### src/hdl/psfp_pkg.sv
// Shared types and constants for the particle sensor frame parser.
// Used by every module of the block; depends on nothing else.
`timescale 1ns / 1ps

package psfp_pkg;

  localparam int unsigned REPORTED_WORDS = 12;
  localparam int unsigned WORD_W         = 16;
  localparam int unsigned IDX_W          = 4;
  localparam int unsigned QUEUE_DEPTH    = 2;

  localparam logic [7:0] HDR_B        = 8'h42;
  localparam logic [7:0] HDR_M        = 8'h4D;
  localparam logic [7:0] MEAS_LENGTH  = 8'd28;
  localparam logic [7:0] CTRL_LENGTH  = 8'd4;
  localparam logic [4:0] MEAS_LAST_POS = 5'(MEAS_LENGTH - 8'd3);
  localparam logic [IDX_W-1:0] LAST_WORD = IDX_W'(REPORTED_WORDS - 1);

  typedef logic [WORD_W-1:0] word_t;
  typedef word_t [REPORTED_WORDS-1:0] payload_t;

  typedef enum logic [1:0] {
    KIND_MEAS = 2'd0,
    KIND_CTRL = 2'd1,
    KIND_ERR  = 2'd2
  } kind_e;

  typedef enum logic [1:0] {
    ERR_LEN_HIGH  = 2'd0,
    ERR_LEN_VALUE = 2'd1,
    ERR_CHECKSUM  = 2'd2
  } err_e;

  // One finished frame, handed from the parser to the result sequencer.
  typedef struct packed {
    kind_e kind;
    err_e  err;
    word_t value;
  } job_t;

  typedef struct packed {
    logic full;
    logic empty;
  } q_status_t;

endpackage

### src/hdl/particle_sensor_frame_parser.sv
// Top level of the particle sensor frame parser.
// Instantiates psfp_front, psfp_queue and psfp_back; depends on psfp_pkg.
//
// Usage:
//   Input channel: one received serial byte per request on rx_byte_i, with
//   in_valid_i / in_ready_o. Output channel: one result per request (kind,
//   error code, word index, word value, changed flag, last) with
//   out_valid_o / out_ready_i.
//   A control or error result passes through the frame queue and the output
//   register before it is presented. A good measurement frame first compares
//   its words with the last good frame; the 12 results then follow at one
//   per cycle while the receiver takes them.
//   The parser keeps accepting header, length and checksum bytes while a
//   measurement run drains; it holds in_ready_o low only on payload bytes of
//   a new measurement frame until the run in progress is finished, or when
//   the two-entry frame queue is full. A stalled receiver holds the current
//   result in the output register and freezes the run behind it.
//   Reset puts the parser in the header hunt, empties the queue and clears
//   the stored previous frame to all zero.
`timescale 1ns / 1ps

module particle_sensor_frame_parser (
  input  logic                       clk_i,
  input  logic                       rst_ni,
  input  logic                       in_valid_i,
  output logic                       in_ready_o,
  input  logic [7:0]                 rx_byte_i,
  output logic                       out_valid_o,
  input  logic                       out_ready_i,
  output logic [1:0]                 kind_o,
  output logic [1:0]                 error_code_o,
  output logic [psfp_pkg::IDX_W-1:0] word_index_o,
  output logic [15:0]                word_value_o,
  output logic                       changed_o,
  output logic                       last_o
);

  logic                meas_done;
  logic                push;
  logic                pop;
  psfp_pkg::job_t      push_job;
  psfp_pkg::job_t      head_job;
  psfp_pkg::q_status_t q_status;
  psfp_pkg::payload_t  payload;

  psfp_front u_front (
    .clk_i       (clk_i),
    .rst_ni      (rst_ni),
    .in_valid_i  (in_valid_i),
    .in_ready_o  (in_ready_o),
    .rx_byte_i   (rx_byte_i),
    .q_status_i  (q_status),
    .meas_done_i (meas_done),
    .push_o      (push),
    .job_o       (push_job),
    .payload_o   (payload)
  );

  psfp_queue u_queue (
    .clk_i    (clk_i),
    .rst_ni   (rst_ni),
    .push_i   (push),
    .job_i    (push_job),
    .pop_i    (pop),
    .job_o    (head_job),
    .status_o (q_status)
  );

  psfp_back u_back (
    .clk_i        (clk_i),
    .rst_ni       (rst_ni),
    .job_i        (head_job),
    .q_status_i   (q_status),
    .pop_o        (pop),
    .payload_i    (payload),
    .meas_done_o  (meas_done),
    .out_valid_o  (out_valid_o),
    .out_ready_i  (out_ready_i),
    .kind_o       (kind_o),
    .error_code_o (error_code_o),
    .word_index_o (word_index_o),
    .word_value_o (word_value_o),
    .changed_o    (changed_o),
    .last_o       (last_o)
  );

endmodule

### src/hdl/psfp_front.sv
// Byte parser: header hunt, length decode, payload capture and checksum check.
// Depends on psfp_pkg; feeds finished frames into psfp_queue.
`timescale 1ns / 1ps

module psfp_front (
  input  logic                clk_i,
  input  logic                rst_ni,
  input  logic                in_valid_i,
  output logic                in_ready_o,
  input  logic [7:0]          rx_byte_i,
  input  psfp_pkg::q_status_t q_status_i,
  input  logic                meas_done_i,
  output logic                push_o,
  output psfp_pkg::job_t      job_o,
  output psfp_pkg::payload_t  payload_o
);

  typedef enum logic [2:0] {
    PH_HDR1,
    PH_HDR2,
    PH_LEN,
    PH_MEAS,
    PH_CTRL,
    PH_CKSUM
  } phase_e;

  phase_e             phase_q;
  logic [4:0]         pos_q;
  logic               is_ctrl_q;
  logic [15:0]        run_sum_q;
  logic [7:0]         rcv_hi_q;
  psfp_pkg::word_t    ctrl_word_q;
  logic               meas_busy_q;
  logic [7:0]         byte_hi_q;
  psfp_pkg::payload_t payload_q;

  logic                         accept;
  logic [15:0]                  sum_add;
  logic [psfp_pkg::IDX_W-1:0]   word_idx;

  // The payload store belongs to the sequencer until it has drained a run.
  assign in_ready_o = !q_status_i.full && !((phase_q == PH_MEAS) && meas_busy_q);
  assign accept     = in_valid_i && in_ready_o;
  assign sum_add    = run_sum_q + {8'd0, rx_byte_i};
  assign word_idx   = pos_q[4:1];
  assign payload_o  = payload_q;

  always_comb begin
    push_o       = 1'b0;
    job_o.kind   = psfp_pkg::KIND_ERR;
    job_o.err    = psfp_pkg::ERR_LEN_HIGH;
    job_o.value  = '0;
    if (accept) begin
      case (phase_q)
        PH_LEN: begin
          if (pos_q == 5'd0) begin
            if (rx_byte_i != 8'd0) begin
              push_o    = 1'b1;
              job_o.err = psfp_pkg::ERR_LEN_HIGH;
            end
          end else if (rx_byte_i != psfp_pkg::MEAS_LENGTH &&
                       rx_byte_i != psfp_pkg::CTRL_LENGTH) begin
            push_o    = 1'b1;
            job_o.err = psfp_pkg::ERR_LEN_VALUE;
          end
        end
        PH_CKSUM: begin
          if (pos_q != 5'd0) begin
            push_o = 1'b1;
            if ({rcv_hi_q, rx_byte_i} != run_sum_q) begin
              job_o.err = psfp_pkg::ERR_CHECKSUM;
            end else if (is_ctrl_q) begin
              job_o.kind  = psfp_pkg::KIND_CTRL;
              job_o.value = ctrl_word_q;
            end else begin
              job_o.kind = psfp_pkg::KIND_MEAS;
            end
          end
        end
        default: begin
          push_o = 1'b0;
        end
      endcase
    end
  end

  always_ff @(posedge clk_i or negedge rst_ni) begin
    if (!rst_ni) begin
      phase_q     <= PH_HDR1;
      pos_q       <= '0;
      is_ctrl_q   <= 1'b0;
      run_sum_q   <= '0;
      rcv_hi_q    <= '0;
      ctrl_word_q <= '0;
      meas_busy_q <= 1'b0;
    end else begin
      if (push_o && job_o.kind == psfp_pkg::KIND_MEAS) begin
        meas_busy_q <= 1'b1;
      end else if (meas_done_i) begin
        meas_busy_q <= 1'b0;
      end
      if (accept) begin
        case (phase_q)
          PH_HDR2: begin
            if (rx_byte_i == psfp_pkg::HDR_M) begin
              run_sum_q <= sum_add;
              phase_q   <= PH_LEN;
              pos_q     <= '0;
            end else begin
              phase_q <= PH_HDR1;
            end
          end
          PH_LEN: begin
            run_sum_q <= sum_add;
            if (pos_q == 5'd0) begin
              if (rx_byte_i != 8'd0) begin
                phase_q <= PH_HDR1;
              end else begin
                pos_q <= 5'd1;
              end
            end else begin
              pos_q <= '0;
              if (rx_byte_i == psfp_pkg::MEAS_LENGTH) begin
                phase_q   <= PH_MEAS;
                is_ctrl_q <= 1'b0;
              end else if (rx_byte_i == psfp_pkg::CTRL_LENGTH) begin
                phase_q   <= PH_CTRL;
                is_ctrl_q <= 1'b1;
              end else begin
                phase_q <= PH_HDR1;
              end
            end
          end
          PH_MEAS: begin
            run_sum_q <= sum_add;
            if (pos_q == psfp_pkg::MEAS_LAST_POS) begin
              phase_q <= PH_CKSUM;
              pos_q   <= '0;
            end else begin
              pos_q <= pos_q + 5'd1;
            end
          end
          PH_CTRL: begin
            run_sum_q <= sum_add;
            if (pos_q == 5'd0) begin
              ctrl_word_q <= {rx_byte_i, 8'd0};
              pos_q       <= 5'd1;
            end else begin
              ctrl_word_q <= {ctrl_word_q[15:8], rx_byte_i};
              phase_q     <= PH_CKSUM;
              pos_q       <= '0;
            end
          end
          PH_CKSUM: begin
            if (pos_q == 5'd0) begin
              rcv_hi_q <= rx_byte_i;
              pos_q    <= 5'd1;
            end else begin
              phase_q <= PH_HDR1;
              pos_q   <= '0;
            end
          end
          default: begin
            // Header one hunt; a stray byte just keeps hunting.
            pos_q <= '0;
            if (rx_byte_i == psfp_pkg::HDR_B) begin
              run_sum_q <= {8'd0, rx_byte_i};
              phase_q   <= PH_HDR2;
            end else begin
              phase_q <= PH_HDR1;
            end
          end
        endcase
      end
    end
  end

  // Payload words; the thirteenth word only enters the checksum.
  always_ff @(posedge clk_i) begin
    if (accept && phase_q == PH_MEAS &&
        word_idx < psfp_pkg::IDX_W'(psfp_pkg::REPORTED_WORDS)) begin
      if (!pos_q[0]) begin
        byte_hi_q <= rx_byte_i;
      end else begin
        payload_q[word_idx] <= {byte_hi_q, rx_byte_i};
      end
    end
  end

endmodule

### src/hdl/psfp_queue.sv
// Two-entry job queue between the byte parser and the result sequencer.
// Depends on psfp_pkg for the job type.
`timescale 1ns / 1ps

module psfp_queue (
  input  logic                clk_i,
  input  logic                rst_ni,
  input  logic                push_i,
  input  psfp_pkg::job_t      job_i,
  input  logic                pop_i,
  output psfp_pkg::job_t      job_o,
  output psfp_pkg::q_status_t status_o
);

  psfp_pkg::job_t [psfp_pkg::QUEUE_DEPTH-1:0] mem_q;
  logic       wr_ptr_q;
  logic       rd_ptr_q;
  logic [1:0] count_q;

  assign job_o          = mem_q[rd_ptr_q];
  assign status_o.full  = (count_q == 2'(psfp_pkg::QUEUE_DEPTH));
  assign status_o.empty = (count_q == 2'd0);

  always_ff @(posedge clk_i or negedge rst_ni) begin
    if (!rst_ni) begin
      wr_ptr_q <= 1'b0;
      rd_ptr_q <= 1'b0;
      count_q  <= '0;
    end else begin
      if (push_i) begin
        wr_ptr_q <= !wr_ptr_q;
      end
      if (pop_i) begin
        rd_ptr_q <= !rd_ptr_q;
      end
      if (push_i && !pop_i) begin
        count_q <= count_q + 2'd1;
      end else if (pop_i && !push_i) begin
        count_q <= count_q - 2'd1;
      end
    end
  end

  always_ff @(posedge clk_i) begin
    if (push_i) begin
      mem_q[wr_ptr_q] <= job_i;
    end
  end

endmodule

### src/hdl/psfp_back.sv
// Result sequencer: compares a measurement frame with the last good one and
// emits results through an output register. Depends on psfp_pkg.
`timescale 1ns / 1ps

module psfp_back (
  input  logic                       clk_i,
  input  logic                       rst_ni,
  input  psfp_pkg::job_t             job_i,
  input  psfp_pkg::q_status_t        q_status_i,
  output logic                       pop_o,
  input  psfp_pkg::payload_t         payload_i,
  output logic                       meas_done_o,
  output logic                       out_valid_o,
  input  logic                       out_ready_i,
  output logic [1:0]                 kind_o,
  output logic [1:0]                 error_code_o,
  output logic [psfp_pkg::IDX_W-1:0] word_index_o,
  output psfp_pkg::word_t            word_value_o,
  output logic                       changed_o,
  output logic                       last_o
);

  typedef enum logic [1:0] {
    B_IDLE,
    B_CMP,
    B_EMIT
  } state_e;

  state_e                     state_q;
  logic [psfp_pkg::IDX_W-1:0] idx_q;
  logic                       chg_q;
  psfp_pkg::payload_t         prev_q;

  logic                       out_valid_q;
  psfp_pkg::kind_e            kind_q;
  psfp_pkg::err_e             err_q;
  logic [psfp_pkg::IDX_W-1:0] index_q;
  psfp_pkg::word_t            value_q;
  logic                       changed_q;
  logic                       last_q;

  logic slot_free;
  logic load_out;

  assign slot_free   = !out_valid_q || out_ready_i;
  assign pop_o       = (state_q == B_IDLE) && !q_status_i.empty &&
                       (job_i.kind == psfp_pkg::KIND_MEAS || slot_free);
  assign meas_done_o = (state_q == B_EMIT) && slot_free && (idx_q == psfp_pkg::LAST_WORD);
  assign load_out    = (pop_o && job_i.kind != psfp_pkg::KIND_MEAS) ||
                       ((state_q == B_EMIT) && slot_free);

  assign out_valid_o  = out_valid_q;
  assign kind_o       = kind_q;
  assign error_code_o = err_q;
  assign word_index_o = index_q;
  assign word_value_o = value_q;
  assign changed_o    = changed_q;
  assign last_o       = last_q;

  always_ff @(posedge clk_i or negedge rst_ni) begin
    if (!rst_ni) begin
      state_q     <= B_IDLE;
      idx_q       <= '0;
      chg_q       <= 1'b0;
      prev_q      <= '0;
      out_valid_q <= 1'b0;
      kind_q      <= psfp_pkg::KIND_MEAS;
      err_q       <= psfp_pkg::ERR_LEN_HIGH;
      index_q     <= '0;
      value_q     <= '0;
      changed_q   <= 1'b0;
      last_q      <= 1'b0;
    end else begin
      if (load_out) begin
        out_valid_q <= 1'b1;
      end else if (out_ready_i) begin
        out_valid_q <= 1'b0;
      end
      case (state_q)
        B_IDLE: begin
          if (pop_o) begin
            if (job_i.kind == psfp_pkg::KIND_MEAS) begin
              state_q <= B_CMP;
              idx_q   <= '0;
              chg_q   <= 1'b0;
            end else begin
              kind_q      <= job_i.kind;
              err_q       <= job_i.err;
              index_q     <= '0;
              value_q     <= job_i.value;
              changed_q   <= 1'b0;
              last_q      <= 1'b1;
            end
          end
        end
        B_CMP: begin
          // One word per cycle against the last good frame.
          if (payload_i[idx_q] != prev_q[idx_q]) begin
            chg_q <= 1'b1;
          end
          if (idx_q == psfp_pkg::LAST_WORD) begin
            idx_q   <= '0;
            state_q <= B_EMIT;
          end else begin
            idx_q <= idx_q + psfp_pkg::IDX_W'(1);
          end
        end
        B_EMIT: begin
          if (slot_free) begin
            kind_q      <= psfp_pkg::KIND_MEAS;
            err_q       <= psfp_pkg::ERR_LEN_HIGH;
            index_q     <= idx_q;
            value_q     <= payload_i[idx_q];
            changed_q   <= chg_q;
            last_q      <= (idx_q == psfp_pkg::LAST_WORD);
            if (chg_q) begin
              prev_q[idx_q] <= payload_i[idx_q];
            end
            if (idx_q == psfp_pkg::LAST_WORD) begin
              idx_q   <= '0;
              state_q <= B_IDLE;
            end else begin
              idx_q <= idx_q + psfp_pkg::IDX_W'(1);
            end
          end
        end
        default: begin
          state_q <= B_IDLE;
        end
      endcase
    end
  end

endmodule

### config.mk
export PLATFORM = sky130hd
export DESIGN_NAME = particle_sensor_frame_parser
export DESIGN_NICKNAME = d
export VERILOG_FILES = /design/src/hdl/psfp_pkg.sv /design/src/hdl/particle_sensor_frame_parser.sv /design/src/hdl/psfp_front.sv /design/src/hdl/psfp_queue.sv /design/src/hdl/psfp_back.sv
export SDC_FILE = /design/constraint.sdc
export NUM_CORES = 1
export LEC_CHECK = 0
export BUFFER_PORTS_ARGS = -buffer_cell sky130_fd_sc_hd__buf_2
export CAP_MARGIN = 0
export CORE_ASPECT_RATIO = 1.1
export CORE_MARGIN = 10
export CORE_UTILIZATION = 55
export DETAILED_ROUTE_END_ITERATION = 8
export GPL_ROUTABILITY_DRIVEN = 0
export GPL_TIMING_DRIVEN = 0
export PLACE_DENSITY = 0.71
export RECOVER_POWER = 100
export SKIP_CTS_REPAIR_TIMING = 1
export SLEW_MARGIN = 40
export SYNTH_ARGS = -nofsm -noshare
export SYNTH_HDL_FRONTEND = slang
export SYNTH_SLANG_ARGS = --single-unit
### constraint.sdc
create_clock -name clk_i -period 4.5 [get_ports clk_i]
set_clock_uncertainty 0.15 [all_clocks]
set_input_delay 0 -clock clk_i [delete_from_list [all_inputs] [get_ports clk_i]]
set_output_delay 0 -clock clk_i [all_outputs]
set_load 0.02 [all_outputs]
==> tab_implementation.tex <==
\begin{tabular}{lr}
\hline
Metric & Value \\
\hline
\multicolumn{2}{l}{\textbf{Clock network}} \\
Clock latency on the worst-skew pair & 0.61 ns \\
Cell at the root of the clock tree & sky130\_fd\_sc\_hd\_\_clkbuf\_16 \\
Number of buffers added by the clock tree synthesis step & 52 \\
Number of clock sinks & 520 \\
H-tree depth & 2 \\
Post-CTS clock slew at the launch and capture registers of the worst setup and hold paths & 0.06 ns \\
Clock tree buffer depth & 3 \\
TritonCTS clock tree & yes \\
\multicolumn{2}{l}{\textbf{Timing}} \\
Setup repair after global routing missed its margin & false \\
Final Cycle Share & 0.947 \\
Endpoints failing setup & 0 \\
Number of max-slew violations in the final report & 91 \\
Actual slew at the worst max-slew pin & 3.01 ns \\
Slew Limit Headroom & -1.01 \\
Worst hold slack across all endpoints & $\sim$0.24 ns \\
Time the final worst path needs with I/O delays and setup & 4.26 ns \\
Peak clock frequency supported by timing & 235 MHz \\
Number of hold violations in the final report & 0 \\
\multicolumn{2}{l}{\textbf{Floorplanning}} \\
Number of cell rows & 76 \\
Top-Level Pins & 40 \\
Horiz. Die Dim & 211 um \\
Area of the die & 48400 um2 \\
Die outline height & approximately 230 um \\
Starting density of the core & 0.559 \\
Total core area & 39400 um2 \\
\multicolumn{2}{l}{\textbf{Power and ir drop}} \\
Power density over cell area & 571 nW/um2 \\
Worst voltage drop across the vdd grid & 0.000383 V \\
Tot Pwr & approximately 0.014 W \\
Leak pwr & 9.60 nW \\
\multicolumn{2}{l}{\textbf{Yosys}} \\
Number of distinct library cells after synthesis & 58 \\
Number of enable-type register cells in the synthesized netlist & 240 \\
Synthesized Nets & about 1700 \\
Ys async rst share & 0.538 \\
Most used flip-flop cell after synthesis & sky130\_fd\_sc\_hd\_\_dfrtp\_1 \\
Synthesized area divided by synthesized cell count & 13.1 um2 \\
Syn Inst Count & 1683 \\
Main area contributors after synthesis & sky130\_fd\_sc\_hd\_\_edfxtp\_1, sky130\_fd\_sc\_hd\_\_dfrtp\_1, sky130\_fd\_sc\_hd\_\_mux4\_2, sky130\_fd\_sc\_hd\_\_o21ai\_0, sky130\_fd\_sc\_hd\_\_nand2\_1 \\
Area fraction of the dominant cell type after synthesis & 0.327 \\
Ys Warns & 0 \\
Cell accounting for the most synthesized area & sky130\_fd\_sc\_hd\_\_edfxtp\_1 \\
\#FFs+latches synth & 520 \\
Sequential share of the synthesized area & 0.646 \\
Total standard cell area after synthesis & between 20000 and 25000 um2 \\
\multicolumn{2}{l}{\textbf{Cells and area}} \\
Number of nets in the layout & 1847 \\
Proportion of layout cells with a drive suffix above 1 & 0.125 \\
Design area & around 25000 um2 \\
Area Overhead vs Synth & 12.9\% \\
Number of inserted diodes & 0 \\
Number of filler cells placed in the layout & 2970 \\
\multicolumn{2}{l}{\textbf{Setup path}} \\
Slowest library cell on the worst path & sky130\_fd\_sc\_hd\_\_clkbuf\_1 \\
Max stage delay on crit path & 0.63 ns \\
Cell repeated most along the worst path & sky130\_fd\_sc\_hd\_\_clkbuf\_1 \\
Setup crit start kind & flip-flop \\
Critical Path RT & between 4 and 5 ns \\
Arrival time at the worst endpoint & 4.59 ns \\
Critical path cell sequence & clkbuf\_1 -> clkbuf\_1 -> clkbuf\_1 -> mux4\_2 -> a21oi\_2 -> xor2\_1 -> nand4\_1 -> nor4\_1 -> a21oi\_1 \\
Max FO, Critical Path & 10 \\
Critical path class & reg2reg \\
Crit end category & flip-flop \\
\multicolumn{2}{l}{\textbf{Status}} \\
Violated checks & max-capacitance violations, max-slew violations \\
Status & complete, but fails checks \\
\multicolumn{2}{l}{\textbf{Detailed routing}} \\
Routed wirelength normalized by instance count & 24.2 um \\
DR DRC count & 0 \\
ANT nets after route & 0 \\
Starting DRC count in detailed routing & approximately 1700 \\
Total wire length & 57200 um \\
DR pass1 iterations & 5 \\
Total via count in the routed design & 14766 \\
Avg Vias per Cell & 6.25 \\
\multicolumn{2}{l}{\textbf{Placed design}} \\
Placed wire-length estimate & 38700 um \\
Area after DPL & 23300 um2 \\
Quantity of I/O buffers inserted on ports & 39 \\
\multicolumn{2}{l}{\textbf{Min path}} \\
Path class of the lowest-slack min-delay path & in2reg \\
\multicolumn{2}{l}{\textbf{Global routing}} \\
Largest net degree at the start of global routing & 66 \\
Number of global-route vias before repair & between 10000 and 15000 \\
Antenna violations before repair & 0 \\
Wire length of the first global-routing pass & 87600 um \\
Global route total overflow & 0 \\
Total GRT Usage & 0.237 \\
\multicolumn{2}{l}{\textbf{Flow run}} \\
Max\_cap viols & 2 \\
\hline
\end{tabular}
==> layer usage <==
metal,track usage,wire length [um],vias to the layer above
li1,-,-,6390
met1,0.299,22200,7546
met2,0.397,28800,671
met3,0.0361,3720,159
met4,0.114,2540,0
met5,0,0,-
==> worst paths after layout <==
check | from | endpoint | slack (ns) | cells after the start
max in group asynchronous | rst_ni | u_back.word_value_o[15] | 0.59 | 6
min in group asynchronous | rst_ni | u_back.prev_q[153] | 0.86 | 4
min | out_ready_i | u_back.out_valid_o | 0.24 | 4
max | u_back.idx_q[1] | u_back.chg_q | 0.24 | 9
max reg2reg | u_back.idx_q[1] | u_back.chg_q | 0.24 | 9
min reg2reg | u_back.prev_q[166] | u_back.prev_q[166] | 0.32 | 2
==> critical path, delay by kind of cell, from the launching register on <==
| kind | cells | cell delay [ns] |
|---|---|---|
| and+or+nand+nor | 2 | 0.53 |
| AOI/OAI and AO/OA | 2 | 0.69 |
| muxes | 1 | 0.43 |
| buffers and inverters | 3 | 1.72 |
| xor gates and xnor gates | 1 | 0.21 |
| DFF | 1 | 0.38 |
==> cells in the mapped netlist, types with 2 or more instances <==
cell type / instances
sky130_fd_sc_hd__a22o_1: 19
sky130_fd_sc_hd__xnor2_1: 16
sky130_fd_sc_hd__nor4_1: 8
sky130_fd_sc_hd__o21ai_0: 246
sky130_fd_sc_hd__nor2_1: 53
sky130_fd_sc_hd__o31ai_1: 13
sky130_fd_sc_hd__mux2i_1: 7
sky130_fd_sc_hd__a31oi_1: 4
sky130_fd_sc_hd__or2_2: 3
sky130_fd_sc_hd__a22oi_1: 16
sky130_fd_sc_hd__a2111oi_0: 2
sky130_fd_sc_hd__nand2b_1: 5
sky130_fd_sc_hd__a21boi_0: 2
sky130_fd_sc_hd__o21ai_1: 2
sky130_fd_sc_hd__nand3_1: 13
sky130_fd_sc_hd__a21o_1: 4
sky130_fd_sc_hd__o211ai_1: 3
sky130_fd_sc_hd__mux2_2: 33
sky130_fd_sc_hd__mux4_2: 96
sky130_fd_sc_hd__buf_1: 7
sky130_fd_sc_hd__buf_2: 12
sky130_fd_sc_hd__edfxtp_1: 240
sky130_fd_sc_hd__nor2b_1: 9
sky130_fd_sc_hd__nand2_1: 319
sky130_fd_sc_hd__nand4_1: 8
sky130_fd_sc_hd__o41ai_1: 3
sky130_fd_sc_hd__xor2_1: 26
sky130_fd_sc_hd__inv_1: 21
sky130_fd_sc_hd__and3_1: 4
sky130_fd_sc_hd__clkbuf_1: 91
sky130_fd_sc_hd__dfrtp_1: 280
sky130_fd_sc_hd__a21oi_1: 44
sky130_fd_sc_hd__o22ai_1: 2
sky130_fd_sc_hd__or4_1: 3
sky130_fd_sc_hd__or3_1: 2
sky130_fd_sc_hd__ha_1: 19
sky130_fd_sc_hd__and2_1: 17
sky130_fd_sc_hd__nor3_1: 11
==> report_power, final <==
group          switching, W  internal, W
logic               0.00286      0.00137
clock network       0.00182      0.00261
registers          0.000256      0.00528
total               0.00493      0.00925
==> sequential cells by signal, summed over array words and instances, names as in the netlist, 2 cells and up <==
signal               count
u_front.payload_o      192
u_back.word_index_o      4
u_back.idx_q             4
u_front.pos_q            5
u_back.state_q           2
u_back.word_value_o     16
u_front.ctrl_word_q     16
u_front.phase_q          3
u_front.rcv_hi_q         8
u_back.prev_q          192
u_front.byte_hi_q        8
u_front.run_sum_q       16
u_queue.count_q          2
u_back.error_code_o      2
u_back.kind_o            2
u_queue.mem_q           40
==> placed cells by master, fill, tap and decap left out, types with 13 or more instances in the layout <==
master	count
sky130_fd_sc_hd__a22o_1	19
sky130_fd_sc_hd__ha_1	19
sky130_fd_sc_hd__edfxtp_1	240
sky130_fd_sc_hd__nor2_1	53
sky130_fd_sc_hd__o31ai_1	13
sky130_fd_sc_hd__inv_1	21
sky130_fd_sc_hd__dfrtp_1	280
sky130_fd_sc_hd__mux2_2	33
sky130_fd_sc_hd__a22oi_1	16
sky130_fd_sc_hd__clkbuf_1	170
sky130_fd_sc_hd__a21oi_1	37
sky130_fd_sc_hd__clkbuf_16	54
sky130_fd_sc_hd__xnor2_1	16
sky130_fd_sc_hd__nand2_1	319
sky130_fd_sc_hd__o21ai_0	249
sky130_fd_sc_hd__nand3_1	14
sky130_fd_sc_hd__and2_0	16
sky130_fd_sc_hd__mux4_2	96
sky130_fd_sc_hd__xor2_1	26
==> cell type report <==
type                    count  area [um2]  area share
well taps                 507         634      0.0255
repair buffers             78         432      0.0174
plain buffers             111         437      0.0176
clock inverters            22         240     0.00967
inverters                  21        78.8     0.00317
multi-input cells        1031        7300       0.294
clock buffers              74        1510      0.0606
flip-flops and latches    520       14200       0.572
==> stage by stage <==
step / worst slack (ns) / TNS, ns / instances / utilization
6_report: 0.240 / 0 / 2364 / 0.631
3_5_place_dp: 0.219 / 0 / 2255 / 0.592
3_3_place_gp: -1.79 / -511.98 / 2229 / 0.580
5_1_grt: 0.0410 / 0 / 2364 / 0.631
4_1_cts: 0.231 / 0 / 2351 / 0.637
2_1_floorplan: 0.945 / 0 / 1683 / -
==> cells by family after synthesis <==
| logic type | count (synthesis) | synth area share |
|---|---|---|
| xor gates and xnor gates | 42 | 0.0167 |
| adders and majority gates | 20 | 0.0117 |
| buffers and inverters | 132 | 0.0235 |
| muxes | 136 | 0.118 |
| and+or+nand+nor | 463 | 0.0894 |
| DFF | 520 | 0.646 |
| AOI/OAI and AO/OA | 370 | 0.0946 |
Power figures use the tool's default switching activity.
